[config.mk]
export PLATFORM = sky130hd
export DESIGN_NAME = ona_ctrl
export DESIGN_NICKNAME = d
export VERILOG_FILES = /design/src/rtl/ona_pkg.sv /design/src/rtl/ona_ctrl.sv
export SDC_FILE = /design/constraint.sdc
export NUM_CORES = 1
export LEC_CHECK = 0
export BUFFER_PORTS_ARGS = -buffer_cell sky130_fd_sc_hd__buf_4
export CAP_MARGIN = 20
export CORE_UTILIZATION = 44
export CTS_CLUSTER_SIZE = 12
export DETAILED_ROUTE_END_ITERATION = 10
export GPL_TIMING_DRIVEN = 0
export PLACE_DENSITY = 0.78
export REMOVE_ABC_BUFFERS = 1
export SLEW_MARGIN = 30
export SYNTH_ARGS = -nofsm -noshare
export SYNTH_HDL_FRONTEND = slang
export SYNTH_SLANG_ARGS = --single-unit
[constraint.sdc]
create_clock -name clk_i -period 1.75 [get_ports clk_i]
set_input_delay 0.0875 -clock clk_i [delete_from_list [all_inputs] [get_ports clk_i]]
set_output_delay 0.0875 -clock clk_i [all_outputs]
set_load 0.02 [all_outputs]
[src/rtl/ona_pkg.sv]
// shared types, codes and defaults of the object name allocator
`default_nettype none

package ona_pkg;

  // default sizes
  localparam int unsigned NAME_COUNT_DEF = 1024;
  localparam int unsigned MAX_BATCH_DEF  = 16;

  // field widths
  localparam int unsigned MODE_W   = 3;
  localparam int unsigned NAME_W   = 10;
  localparam int unsigned COUNT_W  = 5;
  localparam int unsigned STATUS_W = 2;

  // request operations
  typedef enum logic [MODE_W-1:0] {
    MODE_GENERATE = 3'd0,
    MODE_INSERT   = 3'd1,
    MODE_RELEASE  = 3'd2,
    MODE_QUERY    = 3'd3,
    MODE_CLEAR    = 3'd4
  } mode_e;

  // response status codes
  localparam logic [STATUS_W-1:0] STATUS_OK         = 2'd0;
  localparam logic [STATUS_W-1:0] STATUS_EXHAUSTED  = 2'd1;
  localparam logic [STATUS_W-1:0] STATUS_STACK_FULL = 2'd2;

  // request payload
  typedef struct packed {
    logic [MODE_W-1:0]  mode;
    logic [NAME_W-1:0]  name_in;
    logic [COUNT_W-1:0] count;
  } in_req_t;

  // response payload
  typedef struct packed {
    logic [NAME_W-1:0]   name_out;
    logic                flag;
    logic                last;
    logic [STATUS_W-1:0] status;
  } out_rsp_t;

  // controller to datapath commands
  typedef struct packed {
    logic capture;
    logic clr_start;
    logic clr_step;
    logic pop;
    logic gen_emit;
    logic pop_emit;
    logic decide_emit;
    logic clr_emit;
  } dp_cmd_t;

  // datapath to controller status
  typedef struct packed {
    logic out_free;
    logic stack_nonempty;
    logic last_name;
    logic sweep_done;
  } dp_status_t;

endpackage

`default_nettype wire

[src/rtl/ona_ctrl.sv]
// sequencer of the object name allocator
`default_nettype none

module ona_ctrl import ona_pkg::*; (
  input  wire logic       clk_i,
  input  wire logic       rst_ni,
  input  wire logic       in_valid_i,
  input  wire in_req_t    in_req_i,
  output logic            in_stall_o,
  input  wire dp_status_t status_i,
  output dp_cmd_t         cmd_o
);

  typedef enum logic [6:0] {
    ST_SWEEP   = 7'b0000001,
    ST_IDLE    = 7'b0000010,
    ST_GEN     = 7'b0000100,
    ST_POP     = 7'b0001000,
    ST_LOOK    = 7'b0010000,
    ST_DECIDE  = 7'b0100000,
    ST_CLR_RSP = 7'b1000000
  } state_e;

  state_e state_q, state_d;
  logic   report_q, report_d;

  // next state and commands
  always_comb begin
    state_d    = state_q;
    report_d   = report_q;
    cmd_o      = '0;
    in_stall_o = (state_q != ST_IDLE);
    case (state_q)
      ST_SWEEP: begin
        cmd_o.clr_step = 1'b1;
        if (status_i.sweep_done) begin
          state_d = report_q ? ST_CLR_RSP : ST_IDLE;
        end
      end
      ST_IDLE: begin
        if (in_valid_i) begin
          cmd_o.capture = 1'b1;
          case (in_req_i.mode)
            MODE_GENERATE: begin
              if (in_req_i.count != '0) begin
                state_d = ST_GEN;
              end
            end
            MODE_INSERT, MODE_RELEASE, MODE_QUERY: begin
              state_d = ST_LOOK;
            end
            MODE_CLEAR: begin
              cmd_o.clr_start = 1'b1;
              report_d        = 1'b1;
              state_d         = ST_SWEEP;
            end
            default: begin
              state_d = ST_IDLE;
            end
          endcase
        end
      end
      ST_GEN: begin
        if (status_i.stack_nonempty) begin
          cmd_o.pop = 1'b1;
          state_d   = ST_POP;
        end else if (status_i.out_free) begin
          cmd_o.gen_emit = 1'b1;
          if (status_i.last_name) begin
            state_d = ST_IDLE;
          end
        end
      end
      ST_POP: begin
        if (status_i.out_free) begin
          cmd_o.pop_emit = 1'b1;
          state_d        = status_i.last_name ? ST_IDLE : ST_GEN;
        end
      end
      ST_LOOK: begin
        state_d = ST_DECIDE;
      end
      ST_DECIDE: begin
        if (status_i.out_free) begin
          cmd_o.decide_emit = 1'b1;
          state_d           = ST_IDLE;
        end
      end
      ST_CLR_RSP: begin
        if (status_i.out_free) begin
          cmd_o.clr_emit = 1'b1;
          report_d       = 1'b0;
          state_d        = ST_IDLE;
        end
      end
      default: begin
        state_d = ST_IDLE;
      end
    endcase
  end

  // state registers, sweep the live map out of reset
  always_ff @(posedge clk_i or negedge rst_ni) begin
    if (!rst_ni) begin
      state_q  <= ST_SWEEP;
      report_q <= 1'b0;
    end else begin
      state_q  <= state_d;
      report_q <= report_d;
    end
  end

endmodule

`default_nettype wire

==> results of run 1 <==
==> cell usage in the layout (no fill, tap or decap), types with 2 or more instances in the layout <==
cell      count
a21o_1        4
and3_1        2
buf_4        30
clkbuf_4      3
dfrtp_2       6
inv_1         5
nand2_1       5
nand2b_1      3
nand3_1       2
nand3b_1      2
nor2_1        7
nor3_1        3
nor4_1        2
nor4_4        2
o21ai_0       5
o21ai_1       2
xor2_1        2
==> critical path, cell delays in order (launching register included) <==
cell and delay [ps]:
dfrtp_2 440, or3_4 430, nor2_2 160, and4b_1 240
buf_4 150
==> sequential cells by signal (all words and copies together), names as in the netlist <==
name      cells
state_q       7
report_q      1
==> cell type report <==
cell class / count / share of cell area (%)
clock buffer: 4 / 2.64
sequential: 8 / 21.0
timing repair buffer: 31 / 23.7
multi-input combinational: 66 / 48.7
inverter: 5 / 1.89
tap: 16 / 2.02
==> per-stage QoR <==
step	util [%]	worst slack, ps	area (µm²)
finish	65.9	-1.87	993
global placement	56.7	142	855
CTS	61.3	-32.0	923
detailed placement	56.7	120	855
global route	65.9	-37.4	993
floorplan	-	132	662
==> routing by layer <==
metal / GRT usage [%] / routed length, µm / share of wire, % / up-vias
li1: - / - / - / 376
met1: 28.0 / 818 / 42 / 354
met2: 38.1 / 1060 / 54 / 24
met3: 2.61 / 79 / 4.0 / 2
met4: 8.39 / 9 / 0.46 / 0
met5: 0 / 0 / 0 / -
==> where the power goes <==
part	internal (µW)	switching, µW
clock network	86.8	56.4
logic	277	316
registers	232	64.3
total	596	437
==> cell families after synthesis <==
kind of cell	Yosys count
buffers and inverters	12
XOR/XNOR	2
flip-flops	8
multiplexers	1
AND/OR/NAND/NOR	43
AO/OA/AOI/OAI	20
==> worst max-delay path by stage <==
stage | slack [ps] | start | end
after CTS | -30 | state_q[4]$_DFFE_PN0P_ | cmd_o[4]
final | -2 | state_q[4]$_DFFE_PN0P_ | cmd_o[4]
after global placement | 140 | state_q[2]$_DFFE_PN0P_ | state_q[1]$_DFFE_PN0P_
after detailed placement | 120 | state_q[2]$_DFFE_PN0P_ | state_q[1]$_DFFE_PN0P_
after global routing | -40 | state_q[4]$_DFFE_PN0P_ | cmd_o[4]
after floorplan | 130 | state_q[5]$_DFFE_PN0P_ | report_q$_DFFE_PN0P_
==> repair_timing <==
item	CTS	global route
hold buffers	1	0
gates resized for setup	6	9
buffers inserted	1	6
hold endpoints to repair	8	0
setup endpoints to repair	7	8
==> flow_metrics.env, run 1 <==
export IMPL_status="complete, but fails checks"
export IMPL_violations="negative setup slack"
export IMPL_syn_to_final_growth_pct=41.5
export IMPL_setup_slack_ps=-1.87
export IMPL_drc=0
export IMPL_yosysSeqAreaShare_pct=28.7
export IMPL_die_area_mm2=0.00176
export IMPL_drt_iter0_drc=16
export IMPL_grt_pass1_vias=688
export IMPL_root_buffer="clkbuf_4"
export IMPL_multiInputGateArea_um2=484
export IMPL_hold_viol_final=0
export IMPL_peakVddDrop_v=0.000640
export IMPL_synth_xor_area_share_pct=2.50
export IMPL_clkLatencyLatePin_ps=250
export IMPL_rsz0062_at_grt="true"
export IMPL_final_period_utilization_pct=100
export IMPL_nets=140
export IMPL_h_tree_depth=1
export IMPL_synthFlopType="dfrtp_1"
export IMPL_hold_path_class="in2reg"
export IMPL_hold_depth=2
export IMPL_ys_warn_count=0
export IMPL_overflow=0
export IMPL_rows=14
export IMPL_synth_top_family_by_area="simple AND/OR/NAND/NOR gates"
export IMPL_worstSetupEndpointType="output pin"
export IMPL_worstPathRequired_ps=1660
export IMPL_final_setup_tns_ps=-1.87
export IMPL_grt_max_degree=12
export IMPL_start_util_pct=46.6
export IMPL_syn_cell_area_um2=702
export IMPL_yosys_area_share_adder_pct=0
export IMPL_grt_pass1_wl_um=2970
export IMPL_drive_gt1_share_pct=45.6
export IMPL_io_pins=34
export IMPL_vias_per_cell=5.82
export IMPL_startpoint_type="flop"
export IMPL_fmax_mhz=571
export IMPL_min_to="state_q[4]$_DFFE_PN0P_"
export IMPL_dieHeight_um=41.9
export IMPL_io_buffers=23
export IMPL_ff_latch_area_um2=209
export IMPL_muxShareOfSynthArea_pct=1.60
export IMPL_rr_worst_depth=4
export IMPL_skew_ps=10.4
export IMPL_synth_most_common_cell="nor2_1"
export IMPL_synthTopCellsByCount="8 x nor2_1, 7 x dfrtp_1"
export IMPL_synth_compound_area_share_pct=20.0
export IMPL_path_clk_slew_ps=40
export IMPL_gp_congestion=0.843
export IMPL_cap_violations=0
export IMPL_wl_per_cell_um=15.1
export IMPL_cts_buffers=3
export IMPL_drtPass1Iterations=4
export IMPL_yosys_register_bits=8
export IMPL_power_density_mw_per_mm2=1040
export IMPL_min_delay_start="in_req_i[17]"
export IMPL_syn_instance_count=86
export IMPL_grt_usage_pct=22.1
export IMPL_fillers=130
export IMPL_yosysTopAreaCellShare_pct=25.0
export IMPL_layout_min_cycle_time_ps=1750
export IMPL_synth_area_leaders="dfrtp_1 25%, a21o_1 4.3%, nor2_1 4.3%"
export IMPL_p_leak_uw=0.000470
export IMPL_crit_type="reg2out"
export IMPL_totalPowerFinal_uw=1030
export IMPL_dp_cells=118
export IMPL_relSlewSlack_pct=69.7
export IMPL_antenna_cells=0
export IMPL_final_cells=130
export IMPL_cts_tree="done"
export IMPL_rr_startpoint="state_q[0]$_DFFE_PN1P_"
export IMPL_synth_async_reset_ratio_pct=100
export IMPL_ys_types=41
export IMPL_maxSlewViolCount=0
export IMPL_r2r_slack_ps=100
export IMPL_yosys_area_top_type="dfrtp_1"
export IMPL_holdWs_ps=43.4
export IMPL_antenna_left=0
export IMPL_antenna_found_initial=0
export IMPL_arrival_ps=1660
export IMPL_core_area_mm2=0.00151
export IMPL_worst_pin_slew_ps=453
export IMPL_avgSynthCellArea_um2=8.16
export IMPL_die_w_um=41.9
export IMPL_synth_edf_count=0
export IMPL_routed_wl_um=1970
export IMPL_r2r_end="state_q[1]$_DFFE_PN0P_"
export IMPL_setup_viol=1
export IMPL_cts_buffer_depth=2
export IMPL_vias=756
export IMPL_synth_simple_gate_area_share_pct=38.9
export IMPL_dp_hpwl_um=1290
export IMPL_clock_sinks=8
export IMPL_worst_path_max_fanout=5
No activity file was read; power rests on OpenSTA's default activity.
==> run 2, diff against run 1 <==
- CAP_MARGIN: 20 -> 25
- CTS_BUF_LIST: default -> sky130_fd_sc_hd__clkbuf_8 sky130_fd_sc_hd__clkbuf_16
==> run 2 against run 1 <==
  * The run still ends with negative setup slack left
  * Global-route usage up 0.27 points
  * Critical path depth up 1
  * First-iteration DRC count up 75%
  * Worst setup slack worse by 37 ps
  * Highest routed layer unchanged
  * Register-to-register slack worse by 60 ps
  * Clock power up 53%
  * Combinational power up 3%
  * Sequential share of layout area down 0.56 points
  * Sequential power up 3%
  * Clock skew down 5.0 ps
==> flow_metrics.env, run 2 (synthesis results as in run 1) <==
export IMPL_status="complete, but fails checks"
export IMPL_violations="negative setup slack"
export IMPL_cts_buffer_depth=2
export IMPL_worstPathRequired_ps=1660
export IMPL_clkLatencyLatePin_ps=230
export IMPL_final_cells=129
export IMPL_dp_cells=118
export IMPL_layout_min_cycle_time_ps=1790
export IMPL_min_to="state_q[4]$_DFFE_PN0P_"
export IMPL_routed_wl_um=2050
export IMPL_cap_violations=0
export IMPL_startpoint_type="flop"
export IMPL_wl_per_cell_um=15.9
export IMPL_drtPass1Iterations=4
export IMPL_antenna_found_initial=0
export IMPL_cts_buffers=3
export IMPL_switching_share_pct=40.2
export IMPL_rr_startpoint="state_q[0]$_DFFE_PN1P_"
export IMPL_r2r_slack_ps=40
export IMPL_switching_power_uw=455
export IMPL_grt_pass1_vias=677
export IMPL_die_area_mm2=0.00176
export IMPL_pwr_share_clk_pct=19.4
export IMPL_fillers=122
export IMPL_power_density_mw_per_mm2=1120
export IMPL_vias=786
export IMPL_nets=139
export IMPL_p_leak_uw=0.000480
export IMPL_skew_ps=5.40
export IMPL_crit_type="reg2out"
export IMPL_rows=14
export IMPL_antenna_cells=0
export IMPL_largest_register_ffs=7
export IMPL_grt_pass1_wl_um=2990
export IMPL_io_pins=34
export IMPL_final_cell_mix="28 x buf_4, 7 x nor2_1, 6 x inv_1"
export IMPL_io_buffers=23
export IMPL_pre_cts_ws_ps=120
export IMPL_setup_viol=2
export IMPL_hold_viol_final=0
export IMPL_h_tree_depth=1
export IMPL_clock_sinks=8
export IMPL_hold_depth=2
export IMPL_vias_per_cell=6.09
export IMPL_final_common_cell="buf_4"
export IMPL_min_delay_start="in_req_i[17]"
export IMPL_drive_gt1_share_pct=44.2
export IMPL_p_comb_share_pct=53.7
export IMPL_root_buffer="clkbuf_8"
export IMPL_r2r_end="state_q[1]$_DFFE_PN0P_"
export IMPL_drt_iter0_drc=28
export IMPL_arrival_ps=1700
export IMPL_worst_path_max_fanout=7
export IMPL_overflow=0
export IMPL_setup_slack_ps=-39.1
export IMPL_dp_hpwl_um=1290
export IMPL_final_period_utilization_pct=102
export IMPL_gp_congestion=0.843
export IMPL_drc=0
export IMPL_grt_usage_pct=22.4
export IMPL_worst_pin_slew_ps=526
export IMPL_hold_path_class="in2reg"
export IMPL_holdWs_ps=62.5
export IMPL_cts_tree="done"
export IMPL_antenna_left=0
export IMPL_die_w_um=41.9
export IMPL_start_util_pct=46.6
export IMPL_peakVddDrop_v=0.000765
export IMPL_rr_worst_depth=4
export IMPL_fmax_mhz=559
export IMPL_maxSlewViolCount=0
export IMPL_dieHeight_um=41.9
export IMPL_syn_to_final_growth_pct=44.6
export IMPL_reg_largest_list="state_q x7, report_q x1"
export IMPL_top_register="state_q"
export IMPL_worstSetupEndpointType="output pin"
export IMPL_power_frac_seq_pct=26.9
export IMPL_fin_util_pct=67.4
export IMPL_path_clk_slew_ps=40
export IMPL_rsz0062_at_grt="true"
export IMPL_core_area_mm2=0.00151
export IMPL_internal_power_uw=678
export IMPL_grt_max_degree=12
export IMPL_relSlewSlack_pct=64.0
## run 2: routing by layer
metal  global-route usage (%)  vias to the layer above  share of wire [%]
met3                     2.61                        6                6.3
met5                        0                        -                  0
met2                     39.1                       34                 54
met4                     7.74                        0                1.9
met1                     28.3                      378                 38
li1                         -                      368                  -
## run 2: power by group through the flow
stage	Sequential [µW]	Combinational [µW]	Clock (µW)
2_1_floorplan	279	327	0
3_3_place_gp	295	449	0
3_5_place_dp	300	456	0
4_1_cts	307	490	224
5_1_grt	309	652	237
6_report	305	609	219
## run 2: worst max path at each step
stage	startpoint	endpoint	slack, ps	cells past startpoint
5_1_grt	state_q[5]$_DFFE_PN0P_	cmd_o[3]	-110	5
2_1_floorplan	state_q[5]$_DFFE_PN0P_	report_q$_DFFE_PN0P_	130	3
3_3_place_gp	state_q[2]$_DFFE_PN0P_	state_q[1]$_DFFE_PN0P_	140	4
3_5_place_dp	state_q[2]$_DFFE_PN0P_	state_q[1]$_DFFE_PN0P_	120	4
4_1_cts	state_q[5]$_DFFE_PN0P_	cmd_o[4]	-20	4
6_report	state_q[5]$_DFFE_PN0P_	cmd_o[3]	-40	5
## run 2: critical path, stage by stage, from the launching register on
cell,delay [ps]
dfrtp_2,440
or3_4,450
nor2_2,160
nand2_1,80
nor2_1,160
buf_4,180
## run 2: final cells by class
class	instances	area, µm²	area share [%]
Sequential cell	8	208	20.5
Timing Repair Buffer	30	240	23.7
Tap cell	16	20.0	1.97
Clock buffer	3	41.3	4.07
Multi-Input combinational cell	66	483	47.6
Inverter	5	18.8	1.85
Clock inverter	1	3.75	0.370
## run 2: per-stage QoR
stage,total power [µW],area [µm²],setup TNS (ps)
final,1130,1010,-52.1
after global placement,744,855,0
after global routing,1200,1010,-254
after floorplan,606,662,0
after detailed placement,756,855,0
after CTS,1020,935,-25.3
## run 2: timing repair
item,in CTS,in global routing
buffers inserted,0,6
hold buffers,1,0
setup endpoints to repair,6,8
resized for setup,6,7
endpoints found under the hold margin,8,0
